$ cat src/sv/kpsd_pkg.sv
// Package for the keypad scanner with press debounce.
// Holds matrix sizes, field widths, reset values and the result type.
// No dependencies.
package kpsd_pkg;

  localparam int MATRIX_DIM = 4;
  localparam int KEY_COUNT  = MATRIX_DIM * MATRIX_DIM;
  localparam int ROW_W      = $clog2(MATRIX_DIM);
  localparam int COL_W      = 4;
  localparam int IDX_W      = 4;
  localparam int THR_W      = 16;

  localparam logic [THR_W-1:0]     THRESH_RESET = 16'd256;
  localparam logic [THR_W-1:0]     COUNT_MAX    = 16'hFFFF;
  localparam logic [KEY_COUNT-1:0] KEYS_ALL     = {KEY_COUNT{1'b1}};

  typedef struct packed {
    logic [COL_W-1:0] row_drive;
    logic             press_valid;
    logic [IDX_W-1:0] key_index;
  } kpsd_res_t;

  // index of the lowest set bit; zero when none is set
  function automatic logic [IDX_W-1:0] lowest_set(input logic [KEY_COUNT-1:0] v);
    logic [IDX_W-1:0] idx;
    idx = '0;
    for (int i = KEY_COUNT - 1; i >= 0; i--) begin
      if (v[i]) begin
        idx = IDX_W'(i);
      end
    end
    return idx;
  endfunction

endpackage

$ cat src/sv/keypad_scan_press_debounce.sv
// Top level of the keypad scanner: row sequencing, scan mask, debounce, output buffer.
// Depends on kpsd_pkg.
//
//   channel | direction | handshake            | payload
//   in_     | input     | in_valid / in_stall  | in_column_levels
//   out_    | output    | out_valid / out_stall| out_row_drive, out_press_valid, out_key_index
//   cfg_    | input     | cfg_valid / cfg_ready| cfg_data (press threshold)
//
// One transaction per cycle while in_stall is low; each input transaction yields one
// result transaction from a single pass of mask and count logic between state registers
// and the output buffer, written into its register or skid entry. A two-entry output
// buffer (register plus skid) keeps input flowing while a result waits; in_stall rises
// only when both entries are full. Synchronous active-low reset; cfg_ready is always high.
module keypad_scan_press_debounce (
  input  logic                          clk,
  input  logic                          rst_n,
  input  logic                          in_valid,
  output logic                          in_stall,
  input  logic [kpsd_pkg::COL_W-1:0]    in_column_levels,
  output logic                          out_valid,
  input  logic                          out_stall,
  output logic [kpsd_pkg::COL_W-1:0]    out_row_drive,
  output logic                          out_press_valid,
  output logic [kpsd_pkg::IDX_W-1:0]    out_key_index,
  input  logic                          cfg_valid,
  output logic                          cfg_ready,
  input  logic [kpsd_pkg::THR_W-1:0]    cfg_data
);
  import kpsd_pkg::*;

  logic [THR_W-1:0]     thresh_r;
  logic [ROW_W-1:0]     row_r,        row_nxt;
  logic [KEY_COUNT-1:0] scan_r,       scan_nxt;
  logic [KEY_COUNT-1:0] remem_r,      remem_nxt;
  logic                 cand_valid_r, cand_valid_nxt;
  logic [IDX_W-1:0]     cand_idx_r,   cand_idx_nxt;
  logic [THR_W-1:0]     count_r,      count_nxt;

  kpsd_res_t res_nxt;
  kpsd_res_t main_r, skid_r;
  logic      main_valid_r, skid_valid_r;

  logic                 in_accept, out_take;
  logic [KEY_COUNT-1:0] row_bits, fresh, remem_and, pressed;
  logic [IDX_W-1:0]     new_idx;
  logic                 last_row;

  assign cfg_ready = 1'b1;
  assign in_stall  = skid_valid_r;
  assign in_accept = in_valid && !skid_valid_r;
  assign out_take  = main_valid_r && !out_stall;

  assign out_valid       = main_valid_r;
  assign out_row_drive   = main_r.row_drive;
  assign out_press_valid = main_r.press_valid;
  assign out_key_index   = main_r.key_index;

  always_comb begin
    row_bits = '0;
    for (int c = 0; c < MATRIX_DIM; c++) begin
      if (!in_column_levels[c]) begin
        row_bits[c * MATRIX_DIM + (MATRIX_DIM - 1) - int'(row_r)] = 1'b1;
      end
    end
  end

  assign last_row  = (row_r == ROW_W'(MATRIX_DIM - 1));
  assign fresh     = scan_r | row_bits;
  assign remem_and = remem_r & fresh;
  assign pressed   = fresh & ~remem_and;
  assign new_idx   = lowest_set(pressed);

  always_comb begin
    row_nxt        = row_r;
    scan_nxt       = scan_r;
    remem_nxt      = remem_r;
    cand_valid_nxt = cand_valid_r;
    cand_idx_nxt   = cand_idx_r;
    count_nxt      = count_r;
    res_nxt.press_valid = 1'b0;
    res_nxt.key_index   = '0;
    if (!last_row) begin
      row_nxt  = row_r + 1'b1;
      scan_nxt = fresh;
    end else begin
      row_nxt   = '0;
      scan_nxt  = '0;
      remem_nxt = remem_and;
      if (|pressed) begin
        if (cand_valid_r && cand_idx_r == new_idx) begin
          if (count_r != COUNT_MAX) begin
            count_nxt = count_r + 1'b1;
          end
        end else begin
          count_nxt = '0;
        end
        cand_valid_nxt = 1'b1;
        cand_idx_nxt   = new_idx;
      end else begin
        cand_valid_nxt = 1'b0;
        cand_idx_nxt   = '0;
        count_nxt      = '0;
      end
      if (cand_valid_nxt && count_nxt >= thresh_r) begin
        res_nxt.press_valid = 1'b1;
        res_nxt.key_index   = cand_idx_nxt;
        remem_nxt      = KEYS_ALL;
        cand_valid_nxt = 1'b0;
        cand_idx_nxt   = '0;
        count_nxt      = '0;
      end
    end
    for (int r = 0; r < COL_W; r++) begin
      res_nxt.row_drive[r] = (int'(row_nxt) != r);
    end
  end

  always_ff @(posedge clk) begin
    if (!rst_n) begin
      thresh_r     <= THRESH_RESET;
      row_r        <= '0;
      scan_r       <= '0;
      remem_r      <= KEYS_ALL;
      cand_valid_r <= 1'b0;
      cand_idx_r   <= '0;
      count_r      <= '0;
    end else begin
      if (cfg_valid && cfg_ready) begin
        thresh_r <= cfg_data;
      end
      if (in_accept) begin
        row_r        <= row_nxt;
        scan_r       <= scan_nxt;
        remem_r      <= remem_nxt;
        cand_valid_r <= cand_valid_nxt;
        cand_idx_r   <= cand_idx_nxt;
        count_r      <= count_nxt;
      end
    end
  end

  // output register with skid entry
  always_ff @(posedge clk) begin
    if (!rst_n) begin
      main_valid_r <= 1'b0;
      skid_valid_r <= 1'b0;
    end else begin
      if (out_take) begin
        if (skid_valid_r) begin
          main_r       <= skid_r;
          skid_valid_r <= 1'b0;
        end else if (in_accept) begin
          main_r <= res_nxt;
        end else begin
          main_valid_r <= 1'b0;
        end
      end else if (in_accept) begin
        if (!main_valid_r) begin
          main_r       <= res_nxt;
          main_valid_r <= 1'b1;
        end else begin
          skid_r       <= res_nxt;
          skid_valid_r <= 1'b1;
        end
      end
    end
  end

endmodule
$ cat config.mk
export PLATFORM = sky130hd
export DESIGN_NAME = keypad_scan_press_debounce
export DESIGN_NICKNAME = d
export VERILOG_FILES = /design/src/sv/kpsd_pkg.sv /design/src/sv/keypad_scan_press_debounce.sv
export SDC_FILE = /design/constraint.sdc
export NUM_CORES = 1
export LEC_CHECK = 0
export CORE_MARGIN = 2
export CORE_UTILIZATION = 45
export CTS_CLUSTER_SIZE = 8
export DETAILED_ROUTE_END_ITERATION = 7
export DONT_BUFFER_PORTS = 1
export PLACE_DENSITY_LB_ADDON = 0.3
export SYNTH_ARGS = -nofsm -noshare
export SYNTH_HDL_FRONTEND = slang
export SYNTH_SLANG_ARGS = --single-unit
$ cat constraint.sdc
create_clock -name clk -period 13.2 [get_ports clk]
set_clock_uncertainty 0.15 [all_clocks]
set_input_delay 1.98 -clock clk [delete_from_list [all_inputs] [get_ports clk]]
set_output_delay 1.98 -clock clk [all_outputs]
set_load 0.05 [all_outputs]
==> summary.md, run 1 <==
| Metric | Value |
|---|---|
| Data arrival time of the critical path | between 7 and 8 ns |
| Portion of synthesized cell area occupied by the leading cell type | 29.4% |
| Setup Fix Bufs, Post-CTS | 0 |
| Ranking of synthesized cells by instance count | sky130_fd_sc_hd__dfxtp_1, sky130_fd_sc_hd__nand2_1, sky130_fd_sc_hd__nor2_1, sky130_fd_sc_hd__inv_1, sky130_fd_sc_hd__nor2b_1 |
| Average detailed-routed wire length per instance | 15.2 um |
| Share of synthesized area occupied by flip-flops and latches | approximately 40% |
| Static power due to leakage | 2.11 nW |
| Count of input and output buffers | 0 |
| Global-route wire length before repair | 17,800 um |
| Number of global-route vias before repair | roughly 3,700 |
| Series of cell instances along the critical path | nor2b_1 > nor2_1 > o2111ai_1 > o2111ai_1 > a211oi_1 > nand3_2 > or2_1 > a211oi_1 > ha_1 > a21o_1 > a211oi_1 > nand3_1 > o21ai_0 > a21oi_2 > or2_1 > a2111oi_0 > a21o_1 |
| Count of final setup violators | 0 |
| Fraction of final layout cells sized beyond drive strength 1 | between 7 and 8% |
| Critical Path Source Type | primary input |
| Final WS setup | ~6.0 ns |
| Pre-CTS setup slack | roughly 5.6 ns |
| Post-route DRC violation count | 0 |
| Initial core utilization | between 40% and 50% |
| Routed metal-1 wirelength | 5320 um |
| Detailed route wirelength on metal2 | between 4000 and 5000 um |
| Worst voltage drop across the vdd grid | 0.0000542 V |
| Async SR Flop Fraction | 0% |
| Vias/cell | roughly 5.7 |
| Antenna-violating nets left | 0 |
| Area share of and/or/nand/nor cells after synthesis | about a quarter |
| Count of flip-flops with a built-in enable after synthesis | 18 |
| Count of hold-fix buffers inserted at cts | 0 |
| Largest delay share family, worst path | compound AO/OA/AOI/OAI gates |
| Slew @ Worst Pin | approximately 1.0 ns |
| #FFs+latches synth | about 90 |
| Unique cell type count in the Yosys netlist | 60 |
| Maximum buffer depth of the clock tree | 2 |
| Final net count | ~600 |
| Layout Area Growth over Synthesis | 5.28% |
| Max-cap check violation count | 0 |
| Most used standard cell by instance count after synthesis | sky130_fd_sc_hd__dfxtp_1 |
| Cell repeated most along the worst path | sky130_fd_sc_hd__a211oi_1 |
| Post-CTS Resized | 0 |
| YS warnings | 0 |
| Gpl congestion | between 0.8 and 0.9 |
| Final instance area | roughly 5200 um2 |
| DRC violation total after the first TritonRoute iteration | roughly 330 |
| Max-slew violation count | 0 |
| Cell accounting for the most synthesized area | sky130_fd_sc_hd__dfxtp_1 |
| Final period util | between 50% and 60% |
| Stage delay of the slowest cell on the critical path | slightly above 0.6 ns |
| Crit-path max FO | 26 |
| WL met3 | roughly 550 um |
| Floorplan die area | about 12,000 um2 |
| 1st-pass router iterations | 4 |
| Grt total ovfl | 0 |
| Share of cell area taken by muxes after synthesis | under 10% |
| Max Fclk | ~140 MHz |
| Classification of the worst-slack hold path | flip-flop to flip-flop |
| Setup tns final | 0 ns |
| Unrepaired setup endpoints after global routing | false |
| Xor/xnor share of the synthesized area | ~1.1% |
| Main synth FF type | sky130_fd_sc_hd__dfxtp_1 |
| Cell types occupying the most area after synthesis | sky130_fd_sc_hd__dfxtp_1, sky130_fd_sc_hd__edfxtp_1, sky130_fd_sc_hd__ha_1 |
| Antenna diode count | 0 |
| Post-Synthesis Cell Area | approximately 5000 um2 |
| Later-pin clock latency in the skew report | 0.37 ns |
| Total clock buffers created by CTS | 9 |
| Wire length reported by the detailed router | ~11,000 um |
| Synthesized instance count | 562 |
| I/O pin count | 37 |
| Crit end category | flip-flop |
| Combinational family with the most area after synthesis | simple AND/OR/NAND/NOR gates |
| Die boundary width | 109 um |
| Final Hold Violating Endpoints | 0 |
| Initial antenna violation count | 0 |
| Cell Pwr Density | roughly 100 nW/um2 |
| CTS root buf | sky130_fd_sc_hd__clkbuf_8 |
| Worst-path clk slew | roughly 0.09 ns |
| Largest net degree at the start of global routing | 31 |
| Worst max-slew margin expressed relative to the limit | between 30% and 40% |
| Top routing layer in use | met4 |
| Row cnt | 38 |
| Instance area at placement | between 5000 and 6000 um2 |
| Critical path data required time | about 13 ns |
| Clk sink count | 91 |
| Total GRT Usage | between 10% and 20% |
| Via count | just under 4,000 |
| CP bufs+invs | 0 |
| Chip height | about 110 um |
| WS Path Type | primary input to flip-flop |
| H-tree depth | 3 |
| Post-layout minimum cycle time | ~7.2 ns |
| Area of the core region | about 11,000 um2 |
| Cell with the largest stage delay on the worst path | sky130_fd_sc_hd__or2_1 |
| Run status | complete, no violations |
| CTS tree | built |
| Fraction of the mapped netlist area in adder cells | about 5.3% |
| Number of nets in the synthesized netlist | 608 |
| Detailed-placement wirelength estimate | between 7000 and 8000 um |
| Synthesized area divided by synthesized cell count | about 8.9 um2 |
| Compound-cell area share of the yosys netlist | between 20% and 30% |
[stage by stage]
step,power [mW],utilization [%],hold slack [ns],cells
finish,0.544,48.6,0.311,690
global route,0.564,48.6,0.325,690
CTS,0.547,48.6,0.309,690
detailed placement,0.350,46.6,0.295,674
global placement,0.349,46.6,0.290,674
floorplan,0.343,-,0.279,562
[worst register-to-register path: cells and delay by family, from the launching register on]
family,cells,cell delay [ns]
compound gates,11,3.16
simple gates,5,2.10
fa+ha+maj,2,0.68
flops,1,0.40
buf+inv,1,0.08
[cell type report]
type | instances | area [um2]
Fill cell | 984 | 5550
Inverter | 39 | 146
Clock buffer | 10 | 128
Sequential cell | 91 | 2000
Clock inverter | 6 | 80.1
Multi-Input combinational cell | 401 | 2690
Timing Repair Buffer | 3 | 22.5
Tap cell | 140 | 175
[layer usage]
metal  vias to the layer above  global-route usage [%]
met5                         -                       0
met4                         0                    6.33
met3                         9                    3.89
met2                        81                    28.3
met1                      1845                    26.8
li1                       1984                       -
[registers in the layout, indices dropped and copies added, names as in the netlist, 2 cells and up]
signal         count
out_row_drive      4
row_r              2
count_r           16
cand_idx_r         4
scan_r            16
skid_r             9
thresh_r          16
remem_r           16
out_key_index      4
[worst paths after layout]
| path | from | to | slack, ns | cells after the start |
|---|---|---|---|---|
| worst max register to register | row_r[0] | count_r[7] | 6.57 | 19 |
| worst min register to register | remem_r[10] | remem_r[10] | 0.31 | 2 |
| worst min-delay path | remem_r[10] | remem_r[10] | 0.31 | 2 |
| worst max-delay path | in_column_levels[2] | count_r[7] | 5.97 | 17 |
[layout by cell type (no fill, tap or decap), drive strengths merged, types with 12 or more instances in the layout]
cell    Yosys  routed
o31ai      16      16
nor2b      31      31
inv        39      42
ha         21      21
nand3      12      12
nor4       12      12
o21ai      17      17
nand2      56      56
a31oi      13      13
mux2i      16      16
dfxtp      73      73
edfxtp     18      18
nor2       44      44
a21oi      25      25
a21o       12      12
[cell families (layout without fill, tap and decap cells)]
logic type,count (synthesis),after routing
AOI/OAI and AO/OA,141,141
xor gates and xnor gates,6,6
adders and majority gates,21,21
buffers and inverters,70,58
DFF,91,91
muxes,16,16
other,1,1
and+or+nand+nor,216,216
[power by group]
part | switching [mW] | internal, mW | leakage [nW]
Clock | 0.108 | 0.0913 | 0.101
Sequential | 0.0111 | 0.292 | 0.749
Combinational | 0.0253 | 0.0162 | 1.26
Total | 0.144 | 0.399 | 2.11
(Power assumes the default switching activity.)
==> run 2: changes to the inputs <==
==> constraint.sdc (replaced) <==
create_clock -name clk -period 7.45 [get_ports clk]
set_clock_uncertainty 0.15 [all_clocks]
set_input_delay 1.1175 -clock clk [delete_from_list [all_inputs] [get_ports clk]]
set_output_delay 1.1175 -clock clk [all_outputs]
set_load 0.05 [all_outputs]
==> summary.md, run 2 (same netlist as run 1, synthesis figures left out) <==
| Metric | Value |
|---|---|
| Via count | between 3,000 and 4,000 |
| Final Hold Violating Endpoints | 0 |
| Cell total after placement | 675 |
| Vias/cell | about 5.7 |
| Stage delay of the slowest cell on the critical path | between 0.6 and 0.7 ns |
| Critical Path Source Type | flip-flop |
| Max-cap check violation count | 0 |
| Die boundary width | 109 um |
| Most common cell after layout, fill and taps aside | sky130_fd_sc_hd__dfxtp_1 |
| Floorplan die area | approximately 12,000 um2 |
| DRC violation total after the first TritonRoute iteration | around 340 |
| Count of hold-fix buffers inserted at cts | 0 |
| Chip height | 109 um |
| Gpl congestion | about 0.88 |
| Worst max-slew margin expressed relative to the limit | between 30% and 40% |
| Worst-path clk slew | 0.10 ns |
| Most frequent cells in the layout | sky130_fd_sc_hd__dfxtp_1, sky130_fd_sc_hd__nand2_1, sky130_fd_sc_hd__nor2_1 |
| Wire length reported by the detailed router | roughly 11,000 um |
| Post-route DRC violation count | 0 |
| Final cell count without fillers | 691 |
| Crit-path max FO | 24 |
| Initial antenna violation count | 0 |
| Unrepaired setup endpoints after global routing | false |
| Area of the core region | 10,800 um2 |
| Classification of the worst-slack hold path | flip-flop to flip-flop |
| CTS tree | built |
| Grt total ovfl | 0 |
| End of the worst register-to-register path | count_r[3] |
| Antenna diode count | 0 |
| Max Fclk | between 150 and 200 MHz |
| Largest delay share family, worst path | compound AO/OA/AOI/OAI gates |
| Number of global-route vias before repair | approximately 3,700 |
| Data arrival time of the critical path | between 6 and 7 ns |
| Count of final setup violators | 0 |
| Run status | complete, no violations |
| Final period util | 86.5% |
| Total GRT Usage | a little under a fifth |
| Series of cell instances along the critical path | inv_1 > ha_1 > nor2b_1 > o21bai_1 > o2111ai_1 > o211a_1 > a2111oi_2 > nand3_2 > or2_1 > a21oi_1 > ha_1 > a2111oi_0 > nor3_1 > o21ai_0 > a21oi_2 > or2_1 > a2111oi_0 > a21o_1 |
| Final net count | ~590 |
| Cell with the largest stage delay on the worst path | sky130_fd_sc_hd__or2_1 |
| Worst Hold End | remem_r[1] |
| Fraction of final layout cells sized beyond drive strength 1 | 7.62% |
| Launch instance of the worst min-delay path | remem_r[1] |
| Post-layout minimum cycle time | roughly 6.4 ns |
| Slew @ Worst Pin | just over 1 ns |
| Max-slew violation count | 0 |
| Setup Fix Bufs, Post-CTS | 0 |
| Largest net degree at the start of global routing | 31 |
| Register-to-register setup slack | roughly 1.0 ns |
| Count of input and output buffers | 0 |
| CTS root buf | sky130_fd_sc_hd__clkbuf_8 |
| Setup tns final | 0 ns |
| Worst voltage drop across the vdd grid | 0.000120 V |
| Cell Pwr Density | between 150 and 200 nW/um2 |
| Depth of the worst register-to-register path | 18 |
| Antenna-violating nets left | 0 |
| H-tree depth | 3 |
| WS Path Type | flip-flop to flip-flop |
| CP bufs+invs | 1 |
| Total design power | just under 1 mW |
| Total clock buffers created by CTS | 9 |
| Global-route wire length before repair | 17,900 um |
| Post-CTS Resized | 0 |
| Layout Area Growth over Synthesis | 5.76% |
| Average detailed-routed wire length per instance | between 15 and 20 um |
| Startpoint of the worst register-to-register path | row_r[0] |
| Initial core utilization | 46.1% |
| Detailed-placement wirelength estimate | 7720 um |
| 1st-pass router iterations | 5 |
| Instance count along the most critical hold path | 2 |
| Maximum buffer depth of the clock tree | 2 |
| Clk sink count | a little over 90 |
| Critical path data required time | between 7 and 8 ns |
| Crit end category | flip-flop |
| I/O pin count | 37 |
| Static power due to leakage | between 2 and 2.5 nW |
| Later-pin clock latency in the skew report | 0.37 ns |
| Row cnt | 38 |
==> run 2: cell types whose count changed in the layout (fill, tap and decap cells not counted) <==
cell,previous run,this run
sky130_fd_sc_hd__clkinvlp_4,1,3
sky130_fd_sc_hd__inv_6,3,1
sky130_fd_sc_hd__buf_4,3,4
sky130_fd_sc_hd__bufinv_16,1,2
sky130_fd_sc_hd__clkbuf_1,1,0
sky130_fd_sc_hd__clkinv_4,0,1
sky130_fd_sc_hd__clkinv_8,1,0
==> run 2: worst min-delay path, stage by stage (launching register included) <==
cell and delay (ns):
sky130_fd_sc_hd__dfxtp_1 0.33, sky130_fd_sc_hd__nand2_1 0.06, sky130_fd_sc_hd__nand2_1 0.04
==> run 2: through the flow <==
| stage | hold slack (ns) | cell area [um2] | utilization (%) | setup WS (ns) |
|---|---|---|---|---|
| after floorplan | 0.279 | 4980 | - | 1.96 |
| after global placement | 0.290 | 5040 | 46.7 | 1.27 |
| after detailed placement | 0.294 | 5040 | 46.7 | 1.04 |
| after CTS | 0.312 | 5260 | 48.8 | 1.05 |
| after global routing | 0.334 | 5260 | 48.8 | 0.454 |
| final | 0.312 | 5260 | 48.8 | 1.01 |
==> run 2: power by group <==
group	switching [mW]	internal [mW]
logic	0.0443	0.0287
registers	0.0199	0.517
clock network	0.185	0.190
==> run 2: layout make-up <==
| class | instances | area (um2) |
|---|---|---|
| Fill cell | 998 | 5530 |
| Tap cell | 140 | 175 |
| Multi-Input combinational cell | 401 | 2690 |
| Clock buffer | 9 | 124 |
| Clock inverter | 7 | 100 |
| Sequential cell | 91 | 2000 |
| Timing Repair Buffer | 4 | 30.0 |
| Inverter | 39 | 146 |
==> run 2: worst max-delay path by stage <==
stage	cells after the start	from	to	slack, ns
2_1_floorplan	19	in_column_levels[0]	count_r[13]	1.96
3_3_place_gp	17	in_column_levels[2]	count_r[5]	1.27
3_5_place_dp	17	in_column_levels[2]	count_r[3]	1.04
4_1_cts	19	row_r[0]	count_r[3]	1.05
5_1_grt	19	row_r[0]	count_r[3]	0.45
6_report	18	row_r[0]	count_r[3]	1.01
==> run 2: layer usage <==
| metal | GRT usage (%) | wire length [um] | vias up |
|---|---|---|---|
| met5 | 0 | 0 | - |
| met4 | 6.51 | 150 | 0 |
| met3 | 4.54 | 577 | 15 |
| met2 | 29.0 | 4640 | 98 |
| met1 | 26.3 | 5410 | 1848 |
| li1 | - | - | 1982 |
